[config.mk]
export PLATFORM = sky130hd
export DESIGN_NAME = telnet_option_negotiator_flat
export DESIGN_NICKNAME = d
export VERILOG_FILES = /design/src/hw/rtl/tno_pkg.sv /design/src/hw/rtl/tno_if.sv /design/src/hw/rtl/telnet_option_negotiator.sv /design/src/hw/rtl/tno_front.sv /design/src/hw/rtl/tno_queue.sv /design/src/hw/rtl/tno_back.sv /design/src/flat_wrapper.sv
export SDC_FILE = /design/constraint.sdc
export NUM_CORES = 1
export LEC_CHECK = 0
export ABC_AREA = 0
export ABC_CLOCK_PERIOD_IN_PS = 4000
export BUFFER_PORTS_ARGS = -buffer_cell sky130_fd_sc_hd__buf_4
export CAP_MARGIN = 10
export CELL_PAD_IN_SITES_DETAIL_PLACEMENT = 1
export CELL_PAD_IN_SITES_GLOBAL_PLACEMENT = 2
export CORE_MARGIN = 8
export CORE_UTILIZATION = 35
export DETAILED_ROUTE_END_ITERATION = 8
export GPL_TIMING_DRIVEN = 0
export PLACE_DENSITY_LB_ADDON = 0.1
export SETUP_SLACK_MARGIN = 0.2
export SYNTH_ARGS = -nofsm -noshare
export SYNTH_HDL_FRONTEND = slang
export SYNTH_SLANG_ARGS = --single-unit
[constraint.sdc]
create_clock -name clk -period 4 [get_ports clk]
set_input_delay 0.8 -clock clk [delete_from_list [all_inputs] [get_ports clk]]
set_output_delay 0.8 -clock clk [all_outputs]
set_load 0.05 [all_outputs]
[src/hw/rtl/tno_pkg.sv]
// Package: telnet byte codes, parser and command types, reply byte tables.
`default_nettype none
package tno_pkg;

  localparam logic [7:0] B_IAC  = 8'hff;
  localparam logic [7:0] B_DO   = 8'hfd;
  localparam logic [7:0] B_WONT = 8'hfc;
  localparam logic [7:0] B_WILL = 8'hfb;
  localparam logic [7:0] B_DONT = 8'hfe;
  localparam logic [7:0] B_SB   = 8'd250;
  localparam logic [7:0] B_SE   = 8'd240;
  localparam logic [7:0] OPT_TT = 8'd24;
  localparam logic [7:0] OPT_WS = 8'd31;
  localparam logic [7:0] B_SEND = 8'd1;
  localparam logic [7:0] B_IS   = 8'd0;

  localparam int CFG_INDEX_W = 1;
  localparam logic [CFG_INDEX_W-1:0] REG_WIDTH  = 1'b0;
  localparam logic [CFG_INDEX_W-1:0] REG_HEIGHT = 1'b1;
  localparam logic [7:0] WIDTH_RESET  = 8'd80;
  localparam logic [7:0] HEIGHT_RESET = 8'd24;

  localparam int Q_PTR_W = 2;
  localparam int Q_DEPTH = 1 << Q_PTR_W;
  localparam int IDX_W   = 4;

  typedef enum logic [2:0] {
    MODE_DATA,
    MODE_VERB,
    MODE_OPT,
    MODE_SUB1,
    MODE_SUB2,
    MODE_SUB3
  } mode_t;

  typedef enum logic [2:0] {
    VERB_DO,
    VERB_DONT,
    VERB_WILL,
    VERB_WONT,
    VERB_SB,
    VERB_OTHER
  } verb_t;

  typedef enum logic [2:0] {
    CMD_DATA,
    CMD_WILL_TT,
    CMD_WILL_WS,
    CMD_WONT,
    CMD_TT_IS
  } cmd_kind_t;

  typedef struct packed {
    cmd_kind_t  kind;
    logic [7:0] opt;
  } cmd_t;

  function automatic logic [IDX_W-1:0] cmd_last_idx(input cmd_kind_t kind);
    unique case (kind)
      CMD_DATA:    return IDX_W'(0);
      CMD_WILL_TT: return IDX_W'(2);
      CMD_WILL_WS: return IDX_W'(11);
      CMD_WONT:    return IDX_W'(2);
      CMD_TT_IS:   return IDX_W'(9);
      default:     return IDX_W'(0);
    endcase
  endfunction

  function automatic logic [7:0] cmd_byte(input cmd_t cmd, input logic [IDX_W-1:0] idx,
                                          input logic [7:0] width,
                                          input logic [7:0] height);
    logic [7:0] b;
    b = 8'h00;
    unique case (cmd.kind)
      CMD_DATA: b = cmd.opt;
      CMD_WILL_TT, CMD_WONT: begin
        unique case (idx)
          IDX_W'(0): b = B_IAC;
          IDX_W'(1): b = (cmd.kind == CMD_WONT) ? B_WONT : B_WILL;
          default:   b = (cmd.kind == CMD_WONT) ? cmd.opt : OPT_TT;
        endcase
      end
      CMD_WILL_WS: begin
        unique case (idx)
          IDX_W'(0):  b = B_IAC;
          IDX_W'(1):  b = B_WILL;
          IDX_W'(2):  b = OPT_WS;
          IDX_W'(3):  b = B_IAC;
          IDX_W'(4):  b = B_SB;
          IDX_W'(5):  b = OPT_WS;
          IDX_W'(6):  b = 8'h00;
          IDX_W'(7):  b = width;
          IDX_W'(8):  b = 8'h00;
          IDX_W'(9):  b = height;
          IDX_W'(10): b = B_IAC;
          default:    b = B_SE;
        endcase
      end
      CMD_TT_IS: begin
        unique case (idx)
          IDX_W'(0): b = B_IAC;
          IDX_W'(1): b = B_SB;
          IDX_W'(2): b = OPT_TT;
          IDX_W'(3): b = B_IS;
          IDX_W'(4): b = 8'h41;
          IDX_W'(5): b = 8'h4e;
          IDX_W'(6): b = 8'h53;
          IDX_W'(7): b = 8'h49;
          IDX_W'(8): b = B_IAC;
          default:   b = B_SE;
        endcase
      end
      default: b = 8'h00;
    endcase
    return b;
  endfunction

endpackage
`default_nettype wire

[src/hw/rtl/tno_if.sv]
// Interfaces: received byte channel and result byte channel.
`default_nettype none
interface tno_rx_if;
  logic       valid;
  logic       ready;
  logic [7:0] rx_byte;
  modport source (output valid, output rx_byte, input ready);
  modport sink   (input valid, input rx_byte, output ready);
endinterface

interface tno_result_if;
  logic       valid;
  logic       ready;
  logic [7:0] out_byte;
  logic       out_dest;
  logic       last;
  modport source (output valid, output out_byte, output out_dest, output last, input ready);
  modport sink   (input valid, input out_byte, input out_dest, input last, output ready);
endinterface
`default_nettype wire

[src/hw/rtl/telnet_option_negotiator.sv]
// Top level: telnet option negotiator, receive side.
//
//   channel  dir  handshake      payload
//   rx       in   valid/ready    rx_byte[7:0]
//   result   out  valid/ready    out_byte[7:0], out_dest, last
//   cfg      in   cfg_we         cfg_index[0], cfg_data[7:0]
//
// One received byte is taken per cycle while the four-entry command queue has room.
// Each command drains at one result word per cycle from the sequencer while result is ready:
// 1 word for data, 3 for WILL/WONT, 12 for the window-size report, 10 for the terminal type.
// A taken byte's first result word is registered in a queue slot, then in the output register.
// Synchronous reset clears parser, queue and output valid; sizes return to 80x24.
// A stalled result holds its word; the queue absorbs input until full.
`default_nettype none
module telnet_option_negotiator (
  input  wire logic                            clk,
  input  wire logic                            rst,
  tno_rx_if.sink                               rx,
  tno_result_if.source                         result,
  input  wire logic                            cfg_we,
  input  wire logic [tno_pkg::CFG_INDEX_W-1:0] cfg_index,
  input  wire logic [7:0]                      cfg_data
);
  import tno_pkg::*;

  cmd_t push_cmd;
  logic push_valid;
  logic push_ready;
  cmd_t head_cmd;
  logic head_valid;
  logic pop;

  tno_front u_front (
    .clk        (clk),
    .rst        (rst),
    .rx         (rx),
    .push_cmd   (push_cmd),
    .push_valid (push_valid),
    .push_ready (push_ready)
  );

  tno_queue u_queue (
    .clk        (clk),
    .rst        (rst),
    .push_cmd   (push_cmd),
    .push_valid (push_valid),
    .push_ready (push_ready),
    .head_cmd   (head_cmd),
    .head_valid (head_valid),
    .pop        (pop)
  );

  tno_back u_back (
    .clk        (clk),
    .rst        (rst),
    .cfg_we     (cfg_we),
    .cfg_index  (cfg_index),
    .cfg_data   (cfg_data),
    .head_cmd   (head_cmd),
    .head_valid (head_valid),
    .pop        (pop),
    .result     (result)
  );
endmodule
`default_nettype wire

[src/hw/rtl/tno_front.sv]
// Front end: parse received bytes and issue data and reply commands.
`default_nettype none
module tno_front (
  input  wire logic          clk,
  input  wire logic          rst,
  tno_rx_if.sink             rx,
  output tno_pkg::cmd_t      push_cmd,
  output logic               push_valid,
  input  wire logic          push_ready
);
  import tno_pkg::*;

  mode_t mode, mode_next;
  verb_t verb, verb_next;
  logic  match, match_next;
  logic  push;
  logic  accept;

  assign rx.ready   = push_ready;
  assign accept     = rx.valid && push_ready;
  assign push_valid = accept && push;

  always_comb begin
    mode_next     = mode;
    verb_next     = verb;
    match_next    = match;
    push          = 1'b0;
    push_cmd.kind = CMD_DATA;
    push_cmd.opt  = rx.rx_byte;
    unique case (mode)
      MODE_VERB: begin
        priority if (rx.rx_byte == B_DO) verb_next = VERB_DO;
        else if (rx.rx_byte == B_DONT) verb_next = VERB_DONT;
        else if (rx.rx_byte == B_WILL) verb_next = VERB_WILL;
        else if (rx.rx_byte == B_WONT) verb_next = VERB_WONT;
        else if (rx.rx_byte == B_SB) verb_next = VERB_SB;
        else verb_next = VERB_OTHER;
        mode_next = MODE_OPT;
      end
      MODE_OPT: begin
        mode_next = MODE_DATA;
        priority if (verb == VERB_DO) begin
          push = 1'b1;
          priority if (rx.rx_byte == OPT_TT) push_cmd.kind = CMD_WILL_TT;
          else if (rx.rx_byte == OPT_WS) push_cmd.kind = CMD_WILL_WS;
          else push_cmd.kind = CMD_WONT;
        end else if (verb == VERB_DONT) begin
          push          = 1'b1;
          push_cmd.kind = CMD_WONT;
        end else if (verb == VERB_SB && rx.rx_byte == OPT_TT) begin
          mode_next  = MODE_SUB1;
          match_next = 1'b1;
        end else begin
          mode_next = MODE_DATA;
        end
      end
      MODE_SUB1: begin
        match_next = match && (rx.rx_byte == B_SEND);
        mode_next  = MODE_SUB2;
      end
      MODE_SUB2: begin
        match_next = match && (rx.rx_byte == B_IAC);
        mode_next  = MODE_SUB3;
      end
      MODE_SUB3: begin
        mode_next     = MODE_DATA;
        match_next    = 1'b0;
        push          = match && (rx.rx_byte == B_SE);
        push_cmd.kind = CMD_TT_IS;
      end
      MODE_DATA: begin
        if (rx.rx_byte == B_IAC) begin
          mode_next = MODE_VERB;
        end else begin
          push = 1'b1;
        end
      end
      default: mode_next = MODE_DATA;
    endcase
  end

  always_ff @(posedge clk) begin
    if (rst) begin
      mode  <= MODE_DATA;
      verb  <= VERB_DO;
      match <= 1'b0;
    end else if (accept) begin
      mode  <= mode_next;
      verb  <= verb_next;
      match <= match_next;
    end
  end
endmodule
`default_nettype wire

[src/hw/rtl/tno_queue.sv]
// Command queue between the parser and the reply sequencer.
`default_nettype none
module tno_queue (
  input  wire logic          clk,
  input  wire logic          rst,
  input  wire tno_pkg::cmd_t push_cmd,
  input  wire logic          push_valid,
  output logic               push_ready,
  output tno_pkg::cmd_t      head_cmd,
  output logic               head_valid,
  input  wire logic          pop
);
  import tno_pkg::*;

  cmd_t               slots [Q_DEPTH];
  logic [Q_PTR_W-1:0] wr_ptr;
  logic [Q_PTR_W-1:0] rd_ptr;
  logic [Q_PTR_W:0]   count;
  logic               do_pop;

  assign push_ready = count != (Q_PTR_W + 1)'(Q_DEPTH);
  assign head_valid = count != '0;
  assign head_cmd   = slots[rd_ptr];
  assign do_pop     = pop && head_valid;

  always_ff @(posedge clk) begin
    if (push_valid) begin
      slots[wr_ptr] <= push_cmd;
    end
  end

  always_ff @(posedge clk) begin
    if (rst) begin
      wr_ptr <= '0;
      rd_ptr <= '0;
      count  <= '0;
    end else begin
      if (push_valid) wr_ptr <= wr_ptr + 1'b1;
      if (do_pop) rd_ptr <= rd_ptr + 1'b1;
      unique case ({push_valid, do_pop})
        2'b10:   count <= count + 1'b1;
        2'b01:   count <= count - 1'b1;
        default: count <= count;
      endcase
    end
  end
endmodule
`default_nettype wire

[src/hw/rtl/tno_back.sv]
// Back end: expand queued commands into result words, hold window size registers.
`default_nettype none
module tno_back (
  input  wire logic                             clk,
  input  wire logic                             rst,
  input  wire logic                             cfg_we,
  input  wire logic [tno_pkg::CFG_INDEX_W-1:0]  cfg_index,
  input  wire logic [7:0]                       cfg_data,
  input  wire tno_pkg::cmd_t                    head_cmd,
  input  wire logic                             head_valid,
  output logic                                  pop,
  tno_result_if.source                          result
);
  import tno_pkg::*;

  logic [7:0]       display_width;
  logic [7:0]       display_height;
  logic [IDX_W-1:0] idx;
  logic             out_valid;
  logic [7:0]       out_byte;
  logic             out_dest;
  logic             out_last;
  logic             load;
  logic             emit;
  logic             at_end;

  assign load   = !out_valid || result.ready;
  assign emit   = load && head_valid;
  assign at_end = idx == cmd_last_idx(head_cmd.kind);
  assign pop    = emit && at_end;

  assign result.valid    = out_valid;
  assign result.out_byte = out_byte;
  assign result.out_dest = out_dest;
  assign result.last     = out_last;

  always_ff @(posedge clk) begin
    if (rst) begin
      display_width  <= WIDTH_RESET;
      display_height <= HEIGHT_RESET;
    end else if (cfg_we) begin
      unique case (cfg_index)
        REG_WIDTH:  display_width  <= cfg_data;
        REG_HEIGHT: display_height <= cfg_data;
        default:    display_width  <= display_width;
      endcase
    end
  end

  always_ff @(posedge clk) begin
    if (rst) begin
      out_valid <= 1'b0;
      idx       <= '0;
    end else begin
      if (load) out_valid <= head_valid;
      if (emit) idx <= at_end ? '0 : idx + 1'b1;
    end
  end

  always_ff @(posedge clk) begin
    if (emit) begin
      out_byte <= cmd_byte(head_cmd, idx, display_width, display_height);
      out_dest <= head_cmd.kind != CMD_DATA;
      out_last <= at_end;
    end
  end
endmodule
`default_nettype wire

[src/flat_wrapper.sv]
// flat-port wrapper written by rule: the top's interface ports become plain ports
module telnet_option_negotiator_flat import tno_pkg::*;
  (clk, rst, cfg_we, cfg_index, cfg_data, rx_valid, rx_rx_byte, rx_ready, result_valid, result_out_byte, result_out_dest, result_last, result_ready);
  tno_rx_if rx_i ();
  tno_result_if result_i ();
  input  wire logic clk;
  input  wire logic rst;
  input  wire logic cfg_we;
  input  wire logic [tno_pkg::CFG_INDEX_W-1:0] cfg_index;
  input  wire logic [7:0] cfg_data;
  input wire logic [$bits(rx_i.valid)-1:0] rx_valid;
  input wire logic [$bits(rx_i.rx_byte)-1:0] rx_rx_byte;
  output wire logic [$bits(rx_i.ready)-1:0] rx_ready;
  output wire logic [$bits(result_i.valid)-1:0] result_valid;
  output wire logic [$bits(result_i.out_byte)-1:0] result_out_byte;
  output wire logic [$bits(result_i.out_dest)-1:0] result_out_dest;
  output wire logic [$bits(result_i.last)-1:0] result_last;
  input wire logic [$bits(result_i.ready)-1:0] result_ready;
  assign rx_i.valid = rx_valid;
  assign rx_i.rx_byte = rx_rx_byte;
  assign rx_ready = rx_i.ready;
  assign result_valid = result_i.valid;
  assign result_out_byte = result_i.out_byte;
  assign result_out_dest = result_i.out_dest;
  assign result_last = result_i.last;
  assign result_i.ready = result_ready;
  telnet_option_negotiator u_core (.clk(clk), .rst(rst), .rx(rx_i), .result(result_i), .cfg_we(cfg_we), .cfg_index(cfg_index), .cfg_data(cfg_data));
endmodule
==> reports/metrics.yaml <==
outcome: "complete, no violations"
numCtsBuffers: 9
cts.sinks: 98
tns_ps: 0
rsz0062_at_grt: "no"
ctsResizeCount: 0
crit_fanout: 8
route.detailed.drc: 0
gp_congestion: 0.781
antenna_found_initial: 0
clock_skew_ps: 8.77
grt-ovfl-total: 0
clockBufferDepth: 2
cp-end-kind: "flip-flop"
synth_top_cell_by_area: "edfxtp_1"
ys_ff_latch: 98
setup_viol: 0
power.leakage_nw: 2.01
syn-num-nets: 497
finalHoldViolations: 0
holdWs_ps: 461
slew_headroom_pct: 36.0
clk_pin_slew_worst_paths_ps: 80
port_buffers: 33
syn_area_per_cell_um2: 10.5
clock_latency_ps: 350
power_density_nw_per_um2: 677
final_common_cell: "nand2_1"
path_class: "reg -> reg"
synth_area_um2: 4870
synth_top_area_share_pct: 33.3
peakVddDrop_uv: 236
detail-route-antenna-nets: 0
grt_usage_pct: 14.9
post_cts.repair.setup_buffers: 0
die-area_um2: 17900
synth.distinct_cells: 67
tightest_slew_ps: 958
num_vias: 3639
grt_pass1_vias: 3731
first_iter_violations: 167
cp.required_ps: 4280
stdcell_count: 692
period_minus_slack_ps: 3480
cts_hold_buf: 0
diodes: 0
htree_levels: 3
start_kind: "flip-flop"
die_y_um: 134
die-width_um: 134
vias_per_cell: 5.26
ios: 34
layout_common_cells: "nand2_1, edfxtp_1, a21oi_1"
num-fill-cells: 1566
dp.cells: 676
cts_root_buf: "clkbuf_16"
finalCritPeriodShare_pct: 87.0
start_util_pct: 35.5
grt_pass1_wl_um: 20700
finalNetCount: 541
routed_wl_um: 13000
drive_gt1_share_pct: 15.8
hp-class: "reg -> reg"
maxCapViolCount: 0
synth_ff_type: "edfxtp_1"
firstDrtPassIters: 4
yosysSeqAreaShare_pct: 51.4
fp-row-count: 43
synth_area_leaders: "edfxtp_1, dfxtp_1, mux4_2"
fmax_mhz: 287
synth_edf_count: 54
yosysWarnings: 0
maxSlewViolCount: 0
synthArstFlopShare_pct: 0
cp_data_arrival_time_ps: 3760
syn_inst: 463
wire_per_inst_um: 18.8
hpwl_um: 9690
fin_util_pct: 41.3
cts_tree: "done"
design.core.area_um2: 13700
syn_to_final_growth_pct: 16.2
grt_max_degree: 20
## registers in the layout (all words and copies together) (netlist names), named ones only
register and flops:
u_core.u_front.match 1, u_core.u_queue.rd_ptr 2, u_core.u_back.result.out_byte 8, u_core.u_queue.count 3, u_core.u_queue.slots 44, u_core.u_back.display_width 8, u_core.u_back.display_height 8, u_core.u_back.idx 4
u_core.u_back.result.last 1, u_core.u_front.verb 3, u_core.u_back.result.valid 1, u_core.u_back.result.out_dest 1, u_core.u_front.mode 3, u_core.u_queue.wr_ptr 2
## final timing paths
| check | startpoint | endpoint | slack [ps] | cells past startpoint |
|---|---|---|---|---|
| hold reg to reg | u_core.u_back.display_height[6] | u_core.u_back.display_height[6] | 460 | 2 |
| setup / recovery | u_core.u_front.mode[1] | u_core.u_queue.count[2] | 520 | 11 |
| hold / removal | u_core.u_back.display_height[6] | u_core.u_back.display_height[6] | 460 | 2 |
| setup reg to reg | u_core.u_front.mode[1] | u_core.u_queue.count[2] | 520 | 11 |
## synthesized netlist by cell type, types with 2 or more instances
cell type / instances
a211oi_1: 3
a21oi_1: 45
a221oi_1: 3
a22o_1: 3
a22oi_1: 4
a2bb2oi_1: 2
a31oi_1: 6
and2_1: 10
and3_1: 3
buf_2: 2
buf_6: 2
clkbuf_1: 15
dfxtp_1: 44
edfxtp_1: 54
ha_1: 11
inv_1: 13
inv_2: 2
mux2_2: 3
mux2i_1: 7
mux4_2: 11
nand2_1: 55
nand2_4: 2
nand2b_1: 4
nand3_1: 11
nand3b_1: 7
nand4_1: 4
nor2_1: 39
nor2b_1: 7
nor3_1: 10
nor3b_1: 3
nor4_1: 2
o2111ai_1: 2
o211ai_1: 2
o21ai_0: 16
o21ai_1: 3
o22ai_1: 3
o31ai_1: 4
or2_1: 2
or2_2: 2
or3_1: 3
or4_1: 2
xnor2_1: 10
xor2_1: 3
## layer usage
layer  vias to the layer above  wire [um]  global-route usage [%]
met3                        16        381                    2.51
met2                        56       5800                    22.7
li1                       1788          -                       -
met1                      1779       6530                    20.6
met5                         -          0                       0
met4                         0        294                    6.36
## final cells by class
| type | instances | area, um^2 | area share [%] |
|---|---|---|---|
| Buffer | 20 | 92.6 | 1.64 |
| Clock inverter | 7 | 91.3 | 1.61 |
| Multi-Input combinational cell | 329 | 2210 | 39.1 |
| Sequential cell | 98 | 2500 | 44.2 |
| Inverter | 16 | 62.6 | 1.11 |
| Tap cell | 180 | 225 | 3.98 |
| Clock buffer | 9 | 225 | 3.98 |
| Timing Repair Buffer | 33 | 248 | 4.38 |
## kinds of logic (layout without fill, tap and decap cells)
group	after synthesis	count (layout)	synth area share (%)
and+or+nand+nor	173	173	17.7
muxes	22	22	7.45
buffers and inverters	36	85	3.19
xor gates and xnor gates	13	13	2.34
adders and majority gates	12	12	3.24
AOI/OAI and AO/OA	109	109	14.7
DFF	98	98	51.4
## power breakdown
group / leakage, nW / internal [mW] / switching (mW)
Combinational: 0.995 / 0.543 / 0.987
Sequential: 0.859 / 1.28 / 0.0927
Clock: 0.154 / 0.504 / 0.428
## metrics by stage
step / cell area (um^2) / setup WS (ps) / total power [mW]
finish: 5660 / 521 / 3.83
global route: 5660 / 220 / 4.06
CTS: 5660 / 511 / 3.88
detailed placement: 5340 / 363 / 2.94
global placement: 5340 / 497 / 2.92
floorplan: 4870 / 960 / 2.48
## critical path: stages (launching register included)
cell	delay, ps
dfxtp_1	310
clkbuf_1	280
inv_1	130
or3_1	340
or3_1	390
a31oi_1	540
inv_1	110
ha_1	260
fa_1	440
xnor2_1	150
or3_1	310
a21oi_1	150
(Power assumes the default switching activity.)
